--- src/cdlf_pkg.sv ---
`timescale 1ns / 1ps
// ----------------------------------------------------------------------------
// cdlf_pkg
// Shared types, constants and helpers of the clock drift linear fit block.
// ----------------------------------------------------------------------------
package cdlf_pkg;

    localparam int WIDE_W        = 256;
    localparam int LIMB_W        = 32;
    localparam int LIMBS         = WIDE_W / LIMB_W;
    localparam int LIMB_IW       = 3;
    localparam int LIMB_CW       = 4;
    localparam int TICK_W        = 32;
    localparam int TIME_W        = 48;
    localparam int EXT_W         = 63;
    localparam int DIFF_W        = 64;
    localparam int OUT_W         = 64;
    localparam int OFF_FRAC_BITS = 16;
    localparam int MIN_SAMPLES   = 3;

    localparam logic [1:0] FIT_VALID    = 2'd0;
    localparam logic [1:0] FIT_FEW      = 2'd1;
    localparam logic [1:0] FIT_SINGULAR = 2'd2;

    typedef logic [WIDE_W-1:0] t_wide;

    typedef struct packed {
        logic [EXT_W-1:0]  ext;
        logic [DIFF_W-1:0] diff;
    } t_sample;

    function automatic t_wide wide_abs(t_wide a);
        t_wide neg;
        neg = t_wide'(-a);
        return a[WIDE_W-1] ? neg : a;
    endfunction

    function automatic logic [OUT_W-1:0] sat64(t_wide a);
        logic [WIDE_W-OUT_W:0] top;
        top = a[WIDE_W-1:OUT_W-1];
        if (top == {(WIDE_W-OUT_W+1){a[OUT_W-1]}}) begin
            return a[OUT_W-1:0];
        end else if (a[WIDE_W-1]) begin
            return {1'b1, {(OUT_W-1){1'b0}}};
        end else begin
            return {1'b0, {(OUT_W-1){1'b1}}};
        end
    endfunction

endpackage

--- src/cdlf_front.sv ---
`timescale 1ns / 1ps
// ----------------------------------------------------------------------------
// cdlf_front
// Widens the raw tick using a wrap count, forms time minus tick, and holds
// the items in a two-entry queue toward the fit engine.
// ----------------------------------------------------------------------------
module cdlf_front (
    input  logic                         i_clk,
    input  logic                         i_rst_n,
    input  logic                         i_push,
    output logic                         o_full,
    input  logic [cdlf_pkg::TICK_W-1:0]  i_tick,
    input  logic [cdlf_pkg::TIME_W-1:0]  i_time_us,
    output logic                         o_q_valid,
    input  logic                         i_q_pop,
    output cdlf_pkg::t_sample            o_q_item
);

    localparam logic [1:0] Q_FULL = 2'd2;

    logic [cdlf_pkg::TICK_W-1:0] r_prev;
    logic [cdlf_pkg::TICK_W-1:0] r_wrap;
    logic [cdlf_pkg::TICK_W-1:0] n_wrap;
    cdlf_pkg::t_sample           r_slot [2];
    cdlf_pkg::t_sample           w_item;
    logic                        r_rd_ptr;
    logic [1:0]                  r_cnt;
    logic                        w_accept;
    logic                        w_wr_ptr;

    assign o_full    = (r_cnt == Q_FULL);
    assign o_q_valid = (r_cnt != 2'd0);
    assign o_q_item  = r_slot[r_rd_ptr];
    assign w_accept  = i_push && !o_full;
    assign w_wr_ptr  = r_rd_ptr ^ r_cnt[0];

    always_comb begin
        n_wrap      = (i_tick < r_prev) ? r_wrap + 1'b1 : r_wrap;
        w_item.ext  = {n_wrap[cdlf_pkg::EXT_W-cdlf_pkg::TICK_W-1:0], i_tick};
        w_item.diff = cdlf_pkg::DIFF_W'(i_time_us) - cdlf_pkg::DIFF_W'(w_item.ext);
    end

    always_ff @(posedge i_clk) begin
        if (w_accept) begin
            r_slot[w_wr_ptr] <= w_item;
        end
    end

    always_ff @(posedge i_clk) begin
        if (!i_rst_n) begin
            r_prev   <= '0;
            r_wrap   <= '0;
            r_rd_ptr <= 1'b0;
            r_cnt    <= 2'd0;
        end else begin
            if (w_accept) begin
                r_prev <= i_tick;
                r_wrap <= n_wrap;
            end
            if (i_q_pop) begin
                r_rd_ptr <= ~r_rd_ptr;
            end
            case ({w_accept, i_q_pop})
                2'b10:   r_cnt <= r_cnt + 2'd1;
                2'b01:   r_cnt <= r_cnt - 2'd1;
                default: r_cnt <= r_cnt;
            endcase
        end
    end

endmodule

--- config.mk ---
export PLATFORM = sky130hd
export DESIGN_NAME = cdlf_front
export DESIGN_NICKNAME = d
export VERILOG_FILES = /design/src/cdlf_pkg.sv /design/src/cdlf_front.sv
export SDC_FILE = /design/constraint.sdc
export NUM_CORES = 1
export LEC_CHECK = 0
export BUFFER_PORTS_ARGS = -buffer_cell sky130_fd_sc_hd__buf_2
export CAP_MARGIN = 20
export CORE_AREA = 5 5 191 193
export CTS_BUF_LIST = sky130_fd_sc_hd__clkbuf_2
export DETAILED_ROUTE_END_ITERATION = 8
export DIE_AREA = 0 0 196 198
export PLACE_DENSITY = 0.7
export SKIP_LAST_GASP = 1
export SYNTH_ARGS = -nofsm -noshare
export SYNTH_HDL_FRONTEND = slang
export SYNTH_SLANG_ARGS = --single-unit
--- constraint.sdc ---
create_clock -name i_clk -period 9.5 [get_ports i_clk]
set_input_delay 1.425 -clock i_clk [delete_from_list [all_inputs] [get_ports i_clk]]
set_output_delay 1.425 -clock i_clk [all_outputs]
set_load 0.005 [all_outputs]
* Word-level counts from Yosys, hierarchy flattened
Memory sizes are Yosys's and may differ from the RTL's. A register that Yosys moved wholly into a read port is not among the register bits. Index checks and enable logic that the tools add are counted.
Operators by class: $add $sub $neg 4, $lt $le $gt $ge 1, equality and inequality tests 3, mux-type cells 6, bitwise gates (word level) 2, reduce and logical (&&, ||, !) cells 5
Operators with widths (count):
- $sub A48 B63 Y64 | 1
- $add A32 B1 Y32 const B | 1
- $lt A32 B32 Y1 | 1
- $mux W31 | 1
- $eq A2 B2 Y1 const B | 2
- $mux W1 | 4
- $pmux W2 S2 | 1
- $reduce_bool A2 Y1 | 2
- $add A2 B1 Y2 const B | 1
- $eq A2 B1 Y1 const B | 1
- $reduce_and A2 Y1 | 1
- $sub A2 B1 Y2 const B | 1
- $logic_and A1 B1 Y1 | 1
- $logic_not A1 Y1 | 1
- $not A1 Y1 | 1
- $xor A1 B1 Y1 | 1
Storage, ports and cells: bits in registers 67, memory bits (writable) 254, input bits 84, word-level logic and storage cells 27, memories kept 1
Memory list:
- r_slot | words 2, bits a word 127, read ports 1, clocked after memory_dff 1, wr ports 1, RTL line cdlf_front.sv:24 | cdlf_pkg::t_sample r_slot [2];

* Longest topological paths before layout
Gate-level depths: netlist of run 1.
depth in word-level cells 5, depth in mapped cells 20, depth with buffers taken out 19

* Least setup slack after synthesis of run 1
OpenSTA, ideal clock, no wires.
path kind input -> register, from input port i_push, to memory r_slot[1][0] (netlist name), enable pin, arrival 7.662 ns, required time 8.886 ns, path slack 1.224 ns, stages 6, path through and2_1 clkbuf_1 inv_1 clkbuf_1 clkbuf_1 nor2_1
Between the ends: cells in the longest elaborated chain, start to end 3
Ends and longest elaborated chain:
- from (decl) | RTL line cdlf_front.sv:10 | input logic i_push,
- $logic_and A1 B1 Y1 | RTL line cdlf_front.sv:34 | assign w_accept = i_push && !o_full;
- $mux W1 | RTL line cdlf_front.sv:44 | if (w_accept) begin
- $mux W1 (implied by the code) | RTL line cdlf_front.sv:45 | r_slot[w_wr_ptr] <= w_item;
- to (decl) | RTL line cdlf_front.sv:24
No other way between the ends.

==> metrics.md, run 1 <==
| Metric | Value |
|---|---|
| Achievable clock frequency | between 0.15 and 0.2 GHz |
| Worst VDD drop | 0.0916 mV |
| Post-synth top area cell | edfxtp_1 |
| CTS tree | yes |
| Post-synthesis sequential area ratio | 52.5% |
| CTS buffer count | 86 |
| Syn avg cell area | 11.8 sq um |
| Die W | ~200 microns |
| GP Congestion | 0.884 |
| Crit Path Category | input port to flip-flop |
| Post-DP HPWL | about 27000 microns |
| Hold Buf Count CTS | 0 |
| First-pass GRT wire length | 62800 microns |
| Insertion delay to the later sink of the worst-skew pair | about 0.92 ns |
| Post-Synthesis Net Count | 1606 |
| Hold slack | 0.467 ns |
| Remaining antenna violation count | 0 |
| Leakage power total | 7.81 nW |
| Critical Path AT | 6.10 ns |
| Slew HR | 38.3% |
| Asr flop ratio synth | 0% |
| Worst Setup Start Kind | input port |
| Share of the clock period used by the worst path | 57.5% |
| Hold Path Stages | 2 |
| Vias | 12000 |
| Row Count | between 60 and 70 |
| RSZ-0062 raised after global routing | no |
| Outcome | finished clean |
| Setup violations, final | 0 |
| Drt first pass iters | 5 |
| Yosys cell types | 87 |
| Synth Flop Type | edfxtp_1 |
| Worst Setup End Kind | flip-flop |
| Io pins | about 210 |
| Residual DRC | 0 |
| Post-CTS Setup Inserts | 0 |
| R2r worst-path depth | 18 |
| Die area | 0.0388 sq mm |
| Final Hold Fails | 0 |
| CP Data Required Time | 10.14 ns |
| # nets final | 1860 |
| Worst-path fanout max | 18 |
| Worst hold path type | flip-flop to flip-flop |
| Most frequent cell after synthesis | edfxtp_1 |
| Die H | 198 microns |
| Antenna violations before repair | 3 |
| CTS root buf | clkbuf_2 |
| Clock transition at path regs | 0.09 ns |
| Commonest cells post-synth | edfxtp_1 (254), mux2_2 (131), nand2_1 (130) |
| Flops & latches, synth | 321 |
| Reg-to-reg slack, setup | ~4.3 ns |
| Synthesized cell area | roughly 0.017 sq mm |
| Pwr Density | around 180 mW/mm^2 |
| GR Overflow Total | 0 |
| Fin. max-slew vios | 0 |
| CORE AREA | between 0.03 and 0.04 sq mm |
| P&R area growth vs syn | 13.3% |
| Yosys top cell area share | 44.7% |
| Clk_skew | 0.0852 ns |
| Resize count post-CTS | 0 |
| Vias in the first global route | 12200 |
| Yosys warnings | 0 |
| Maximum number of pins on one net before global-route repair | 128 |
| H-tree depth | 3 |
| Post-Route WL | roughly 39000 microns |
| Gr usage total | 20.0% |
| Max Root-Sink Buffers | 3 |
| Vias per inst | roughly 5.4 |
| Initial Util | 49.7% |
| Tmin final | between 5 and 6 ns |
| Clk sinks | 321 |
| Ranking of synthesized cells by area | edfxtp_1 (45%), mux2_2 (8.6%), dfxtp_1 (7.9%) |
| Setup TNS | 0 ns |
| Fraction of layout cells with a size suffix above 1 | 30.5% |
| Port Buffer Count | 212 |
| Drt wl/cell | ~18 microns |
| Drt first-iter violations | 732 |
| Synth Instances | roughly 1500 |
| Post-synth EDFFs | 254 |
| Max Cap Viol | 0 |
| Slew @ Worst Pin | 0.925 ns |
[state kept, by name, indices dropped and copies added (netlist names), named ones only]
signal,cells
r_slot,254
r_rd_ptr,1
r_cnt,2
r_prev,32
r_wrap,31
[layout by cell type, fill, tap and decap left out, types with 11 or more instances in the layout]
cell type  Yosys  routed
edfxtp_1     254     254
buf_2          2     212
clkbuf_2       0     134
mux2_2       131     131
nand2_1      130     130
inv_1        102     102
xnor2_1       71      71
ha_1          70      70
dfxtp_1       67      66
nor2_1        55      54
a21boi_0      51      51
a21oi_1       44      44
nand3_1       42      42
o21ai_0       37      37
xor2_1        37      37
a21o_1        25      25
and2_1        23      22
or3_1         21      21
nand4_1       20      20
nor3_1        19      19
and3_1        18      17
nand2b_1      13      13
clkinv_1       0      13
o21a_1        11      11
nor2b_1       11      11
[area by class of cell]
class                           count  area, sq um
Multi-Input combinational cell    972         7480
Clock inverter                     19          101
Sequential cell                   321         8970
Antenna cell                        1         2.50
Inverter                          102          383
Timing Repair Buffer              222         1160
Tap cell                          455          569
Clock buffer                      134          671
Fill cell                        3051        15000
[power by group]
part	switching [mW]	internal [mW]
Clock	0.558	0.397
Sequential	0.0560	1.77
Combinational	0.434	0.322
Total	1.05	2.49
[final timing paths]
| kind | startpoint | to |
|---|---|---|
| max | i_tick[19] | r_slot[1][45] |
| min | r_prev[23] | r_prev[23] |
| max reg2reg | r_prev[19] | r_slot[1][45] |
| min reg2reg | r_prev[23] | r_prev[23] |
[routing by layer]
layer	vias to the layer above	GRT usage, %	part of all wire [%]
met5	-	0	0.069
met3	77	4.54	6.2
li1	5845	-	-
met4	4	7.29	2.3
met1	5765	25.6	44
met2	355	33.4	48
[critical path, cell delays in order]
cell and delay (ns):
buf_2 0.13, ha_1 0.33, a21oi_1 0.16, o21ai_0 0.24, a221oi_2 0.43, nand2_2 0.39
nor2_2 0.44, mux2i_1 0.19, ha_1 0.25, maj3_1 0.33, a21oi_1 0.12, nand4_1 0.16
maj3_1 0.38, maj3_2 0.32, a21oi_2 0.18, o311ai_1 0.19, a221oi_2 0.31, xnor2_1 0.13
[stage by stage]
step	cells	total power [mW]	setup WS, ns	utilization [%]	cell area (sq um)
6_report	2226	3.53	4.04	56.3	19300
5_1_grt	2226	3.76	3.80	56.3	19300
4_1_cts	2225	3.60	4.18	56.3	19300
3_5_place_dp	2072	2.62	3.14	54.0	18600
3_3_place_gp	2071	2.60	3.28	54.0	18500
2_1_floorplan	1451	2.35	1.22	-	17100
[logic make-up (layout without fill, tap and decap cells)]
logic type	count (synthesis)	count (layout)	share of synthesized area (%)
compound gates	244	244	10.2
flops	321	321	52.5
simple gates	395	395	12.3
mux	138	138	9.05
other cells	0	1	0
xor+xnor	114	114	6.30
buf+inv	158	477	3.71
fa+ha+maj	81	81	5.85
No activity file was read; power rests on OpenSTA's default activity.
==> run 2: changes to the inputs <==
--- a/config.mk
+++ b/config.mk
@@ -5,13 +5,14 @@
 export SDC_FILE = /design/constraint.sdc
 export NUM_CORES = 1
 export LEC_CHECK = 0
+export ABC_AREA = 1
 export BUFFER_PORTS_ARGS = -buffer_cell sky130_fd_sc_hd__buf_2
 export CAP_MARGIN = 20
-export CORE_AREA = 5 5 191 193
+export CORE_AREA = 5 5 195 197
 export CTS_BUF_LIST = sky130_fd_sc_hd__clkbuf_2
 export DETAILED_ROUTE_END_ITERATION = 8
-export DIE_AREA = 0 0 196 198
-export PLACE_DENSITY = 0.7
+export DIE_AREA = 0 0 200 202
+export PLACE_DENSITY = 0.69
 export SKIP_LAST_GASP = 1
 export SYNTH_ARGS = -nofsm -noshare
 export SYNTH_HDL_FRONTEND = slang
==> constraint.sdc (replaced) <==
create_clock -name i_clk -period 5.4 [get_ports i_clk]
set_input_delay 0.81 -clock i_clk [delete_from_list [all_inputs] [get_ports i_clk]]
set_output_delay 0.81 -clock i_clk [all_outputs]
set_load 0.005 [all_outputs]
==> metrics.md, run 2 <==
| Metric | Value |
|---|---|
| Outcome | finished clean |
| Max Root-Sink Buffers | 3 |
| Buf+Inv Stages, Crit Path | 4 |
| Worst hold path type | input port to flip-flop |
| Setup TNS | 0 ns |
| Final Hold Fails | 0 |
| Slew HR | 31.8% |
| Synth Flop Type | edfxtp_1 |
| CTS root buf | clkbuf_2 |
| Pwr Density | ~340 mW/mm^2 |
| Leakage power total | approximately 9 nW |
| Row Count | 70 |
| # nets final | 2304 |
| FILL cells | 3306 |
| Drt wl/cell | 17.7 microns |
| Drt first pass iters | 5 |
| Worst VDD drop | 0.167 mV |
| Fraction of layout cells with a size suffix above 1 | 26.4% |
| RSZ-0062 raised after global routing | no |
| Io pins | ~210 |
| Vias per inst | 5.17 |
| Commonest cells post-synth | nand2_1 (367), inv_1 (282), edfxtp_1 (254) |
| Final Total Pwr | ~6.8 mW |
| GR Overflow Total | 0 |
| Remaining antenna violation count | 0 |
| Vias | 13900 |
| Vias in the first global route | 13700 |
| Most frequent cell after synthesis | nand2_1 |
| Worst-path fanout max | 32 |
| Slowest stage cell, crit path | dlygate4sd3_1 |
| Fin. max-slew vios | 0 |
| Largest register FFs | 254 |
| Critical-path cell list | dlygate4sd3_1, buf_2, ha_1, nand2_1, inv_1, nand3_1, inv_1, a21oi_1, nand2_1, nand2_4, nand2_8, nor4_1, xor2_1, ha_1, nand2_1, nor2_1, nand2_1, nor2_1, nand3b_1, nand4_1, nand2_1 |
| Yosys top cell area share | 43.0% |
| Post-synth top area cell | edfxtp_1 |
| Critical Path AT | 5.31 ns |
| Flops & latches, synth | roughly 320 |
| Syn avg cell area | 9.51 sq um |
| Top cell by count, worst path | nand2_1 |
| Initial Util | 49.2% |
| Gr usage total | 23.3% |
| Post-Route WL | 47400 microns |
| CTS buffer count | 86 |
| Asr flop ratio synth | 0% |
| Yosys cell types | 53 |
| Biggest register | r_slot |
| Drt first-iter violations | 995 |
| Share of the clock period used by the worst path | 86.6% |
| H-tree depth | 3 |
| Cell family with most CP delay | simple AND/OR/NAND/NOR gates |
| Die W | 200 microns |
| Worst Setup Start Kind | input port |
| Worst Setup End Kind | flip-flop |
| Die area | 0.0404 sq mm |
| GP Congestion | around 0.96 |
| Post-synth EDFFs | 254 |
| Multi-input gate area | 0.00748 sq mm |
| Setup violations, final | 0 |
| CTS tree | yes |
| Post-DP HPWL | about 35000 microns |
| Final WS setup | 0.722 ns |
| Achievable clock frequency | 0.214 GHz |
| Final core occ | 56.1% |
| Post-Synthesis Net Count | 2022 |
| Post-synthesis sequential area ratio | between 50 and 60% |
| Max Cap Viol | 0 |
| Synthesized cell area | roughly 0.018 sq mm |
| Maximum number of pins on one net before global-route repair | 124 |
| Insertion delay to the later sink of the worst-skew pair | 0.96 ns |
| Dpl ws | 0.404 ns |
| CORE AREA | 0.0361 sq mm |
| Tmin final | approximately 4.7 ns |
| Most frequent cells in the layout | nand2_1 (367), inv_1 (282), edfxtp_1 (254) |
| Residual DRC | 0 |
| Die H | about 200 microns |
| Yosys warnings | 0 |
| P&R area growth vs syn | 14.0% |
| CP Data Required Time | 6.03 ns |
| Clock transition at path regs | ~0.080 ns |
| Reg-to-reg slack, setup | ~0.95 ns |
| Antenna violations before repair | 5 |
| First-pass GRT wire length | between 70000 and 80000 microns |
| Slew @ Worst Pin | 1.02 ns |
| Crit Path Category | input port to flip-flop |
| Regs by FF count | r_slot (254), r_prev (32), r_wrap (31) |
| Register Area | roughly 0.0090 sq mm |
| Port Buffer Count | 212 |
| Ranking of synthesized cells by area | edfxtp_1 (43%), mux2_2 (8.1%), nand2_1 (7.8%) |
| Commonest non-fill, non-tap cell in the layout | nand2_1 |
| Synth Instances | 1867 |
| Largest stage delay, worst path | 0.54 ns |
| Clk_skew | roughly 0.07 ns |
| Clk sinks | 321 |
-- run 2: changes by cell type in the layout (fill, tap and decap cells not counted), moves of 21 or more --
cell      before  now
inv_1        102  282
or3_1         21    0
nor2_1        54   99
a21oi_1       44  126
a21boi_0      51    3
nand3_1       42   83
a21o_1        25    1
and2_1        22    0
xnor2_1       71   18
o21ai_0       37   81
nand2_1      130  367
-- run 2: cell type report --
class,instances,share of cell area (%)
flip-flops and latches,321,44.4
multi-input cells,1203,37.0
clock buffers,130,3.22
clock inverters,24,0.489
well taps,468,2.89
inverters,300,5.57
repair buffers,237,6.46
diodes,3,0.0371
-- run 2: power by group --
part	switching, mW	internal [mW]
Combinational	1.25	0.698
Clock	0.988	0.639
Sequential	0.123	3.14
Total	2.36	4.48
-- run 2: final timing paths --
path                   start            end  depth (start not counted)
hold reg to reg   r_prev[18]     r_prev[18]                          2
hold / removal    i_tick[11]  r_slot[1][75]                          1
setup / recovery  i_tick[15]  r_slot[0][56]                         21
setup reg to reg  r_prev[15]  r_slot[0][56]                         20
-- run 2: per-stage QoR --
stage	hold slack [ns]	instance area, sq um	instances
after floorplan	0.433	17800	1867
after global placement	0.442	19300	2516
after detailed placement	0.451	19300	2516
after CTS	0.00105	20200	2683
after global routing	0.0355	20200	2686
final	0.126	20200	2686
-- run 2: cells by family (layout without fill, tap and decap cells) --
| group | Yosys count | after routing | share of synthesized area (%) |
|---|---|---|---|
| other | 0 | 3 | 0 |
| flip-flops | 321 | 321 | 50.5 |
| AO/OA/AOI/OAI | 265 | 265 | 8.13 |
| adder cells (fa/ha/maj) | 71 | 71 | 5.05 |
| AND/OR/NAND/NOR | 667 | 667 | 17.2 |
| multiplexers | 127 | 127 | 8.06 |
| XOR/XNOR | 73 | 73 | 3.60 |
| buffers and inverters | 343 | 691 | 7.48 |
-- run 2: repair_timing --
item	CTS	global route
gates resized for setup	0	0
endpoints found under the hold margin	23	0
hold buffers	13	0
buffers inserted	0	0
-- run 2: per-layer routing --
metal | share of wire [%] | global-route usage, % | vias up | wire (microns)
li1 | - | - | 6894 | -
met1 | 45 | 32.0 | 6496 | 21400
met2 | 46 | 37.6 | 423 | 22000
met3 | 6.1 | 4.12 | 67 | 2910
met4 | 2.3 | 7.23 | 2 | 1100
met5 | 0.042 | 0 | - | 20
-- run 2: worst register-to-register path, stage by stage, from the launching register on --
cell and delay [ns]:
dfxtp_1 0.32, inv_1 0.05, ha_1 0.29, nand2_1 0.09, inv_1 0.04, nand3_1 0.08
inv_1 0.05, a21oi_1 0.22, nand2_1 0.21, nand2_4 0.31, nand2_8 0.22, nor4_1 0.43
xor2_1 0.24, ha_1 0.46, nand2_1 0.13, nor2_1 0.23, nand2_1 0.09, nor2_1 0.21
nand3b_1 0.20, nand4_1 0.13, nand2_1 0.15
==> run 3: changes to the inputs <==
--- a/config.mk
+++ b/config.mk
@@ -7,11 +7,10 @@
 export LEC_CHECK = 0
 export ABC_AREA = 1
 export BUFFER_PORTS_ARGS = -buffer_cell sky130_fd_sc_hd__buf_2
-export CAP_MARGIN = 20
-export CORE_AREA = 5 5 195 197
+export CORE_AREA = 5 5 149 258
 export CTS_BUF_LIST = sky130_fd_sc_hd__clkbuf_2
 export DETAILED_ROUTE_END_ITERATION = 8
-export DIE_AREA = 0 0 200 202
+export DIE_AREA = 0 0 154 263
 export PLACE_DENSITY = 0.69
 export SKIP_LAST_GASP = 1
 export SYNTH_ARGS = -nofsm -noshare
==> metrics.md, run 3 (synthesis results as in run 2) <==
| Metric | Value |
|---|---|
| Remaining antenna violation count | 0 |
| Final Hold Fails | 0 |
| Io pins | 213 |
| Vias in the first global route | 13900 |
| GR Overflow Total | 0 |
| Leakage power total | 8.96 nW |
| H-tree depth | 3 |
| Clk_skew | 0.0840 ns |
| Drt wl/cell | 18.3 microns |
| CTS tree | yes |
| Gr usage total | 23.5% |
| Initial Util | about half |
| Fin cells | around 2700 |
| First-pass GRT wire length | between 70000 and 80000 microns |
| Drt first pass iters | 8 |
| Outcome | finished clean |
| Drt first-iter violations | 590 |
| Post-DP HPWL | 37900 microns |
| Final core occ | 56.1% |
| Vias | 13800 |
| Largest register FFs | 254 |
| Worst hold path type | input port to flip-flop |
| Commonest non-fill, non-tap cell in the layout | nand2_1 |
| Clk sinks | 321 |
| GP Congestion | between 0.9 and 1 |
| Biggest register | r_slot |
| Max Root-Sink Buffers | 3 |
| Port Buffer Count | 212 |
| Share of the clock period used by the worst path | roughly 85% |
| P&R area growth vs syn | 13.6% |
| Register Area | 0.00897 sq mm |
| Die H | 263 microns |
| Antenna violations before repair | 5 |
| Die area | 0.0405 sq mm |
| Setup TNS | 0 ns |
| Critical Path AT | 5.22 ns |
| Max Cap Viol | 0 |
| Row Count | 92 |
| Tmin final | 4.61 ns |
| Slew @ Worst Pin | around 0.99 ns |
| Fraction of layout cells with a size suffix above 1 | 25.9% |
| # nets final | approximately 2300 |
| Total placed cells including tap cells | roughly 2500 |
| CP Data Required Time | roughly 6.0 ns |
| Achievable clock frequency | 0.217 GHz |
| Insertion delay to the later sink of the worst-skew pair | 0.95 ns |
| Worst-path fanout max | 45 |
| CTS root buf | clkbuf_2 |
| Worst Setup End Kind | flip-flop |
| Hold slack | around 0.11 ns |
| Multi-input gate area | 0.00748 sq mm |
| RSZ-0062 raised after global routing | no |
| Fin. max-slew vios | 0 |
| Maximum number of pins on one net before global-route repair | 79 |
| FILL cells | roughly 3300 |
| CTS buffer count | 73 |
| Clock transition at path regs | 0.10 ns |
| Slew HR | 33.9% |
| Resize count post-CTS | 0 |
| Residual DRC | 0 |
| Worst Setup Start Kind | input port |
| Regs by FF count | r_slot (254), r_prev (32), r_wrap (31) |
| Most frequent cells in the layout | nand2_1 (367), inv_1 (282), edfxtp_1 (254) |
| Vias per inst | 5.17 |
| Crit Path Category | input port to flip-flop |
| Setup violations, final | 0 |
| Die W | 154 microns |
| Worst VDD drop | 0.190 mV |
| Post-Route WL | between 40000 and 50000 microns |
| Pwr Density | roughly 340 mW/mm^2 |
| CORE AREA | 0.0359 sq mm |
-- run 3: cell types whose count changed in the layout (fill, tap and decap cells not counted), sizes merged --
| cell | change |
|---|---|
| clkbuf | -29 |
| dlygate4sd3 | -10 |
| buf | +5 |
| bufinv | +3 |
| clkinv | +3 |
| inv | +2 |
| diode | +1 |
-- run 3: metal layers --
metal	GRT usage [%]	vias to the layer above	part of all wire, %
li1	-	6857	-
met1	23.6	6434	35
met2	45.1	352	55
met3	4.44	117	4.2
met4	12.1	2	5.2
met5	0	-	0.037
-- run 3: final cells by class --
cell class | instances | share of cell area, %
Antenna cell | 4 | 0.0496
Clock buffer | 101 | 2.51
Clock inverter | 32 | 1.04
Inverter | 300 | 5.59
Multi-Input combinational cell | 1203 | 37.1
Sequential cell | 321 | 44.5
Tap cell | 470 | 2.92
Timing Repair Buffer | 232 | 6.29
-- run 3: stage by stage --
step           area (sq um)  worst slack, ns  power, mW
2_1_floorplan         17800            -1.83       4.59
3_3_place_gp          19400            0.629       5.26
3_5_place_dp          19400            0.541       5.30
4_1_cts               20200            0.975       6.93
5_1_grt               20200            0.668       7.27
6_report              20200            0.787       6.84
-- run 3: path summary, 6_finish.rpt --
| path | from | to | slack (ns) | cells after the start |
|---|---|---|---|---|
| min reg2reg | r_prev[27] | r_prev[27] | 0.47 | 2 |
| max reg2reg | r_prev[5] | r_slot[0][56] | 0.99 | 20 |
| min | i_tick[4] | r_slot[0][68] | 0.11 | 1 |
| max | i_tick[5] | r_slot[0][56] | 0.79 | 21 |
-- run 3: timing repair --
action | 4_1_cts | 5_1_grt
setup endpoints to repair | 0 | 0
hold buffers | 3 | 0
endpoints found under the hold margin | 6 | 0
buffers inserted | 0 | 0
-- run 3: critical path: stages --
cell,delay [ns]
dlygate4sd3_1,0.53
buf_2,0.15
ha_1,0.30
a21oi_1,0.14
nor2_1,0.06
nor3_1,0.12
nand2_1,0.11
nand2_1,0.07
nand2_1,0.13
nand2_4,0.30
nand2_8,0.27
nor4_1,0.40
xor2_1,0.42
ha_1,0.29
nand2_1,0.13
nor2_1,0.23
nand2_1,0.08
nor2_1,0.19
nand3b_1,0.17
nand4_1,0.12
nand2_1,0.13
-- run 3: power breakdown --
group | leakage, nW | switching, mW | internal [mW]
combinational | 5.50 | 1.27 | 0.704
clock | 0.531 | 0.953 | 0.658
sequential | 2.93 | 0.118 | 3.14
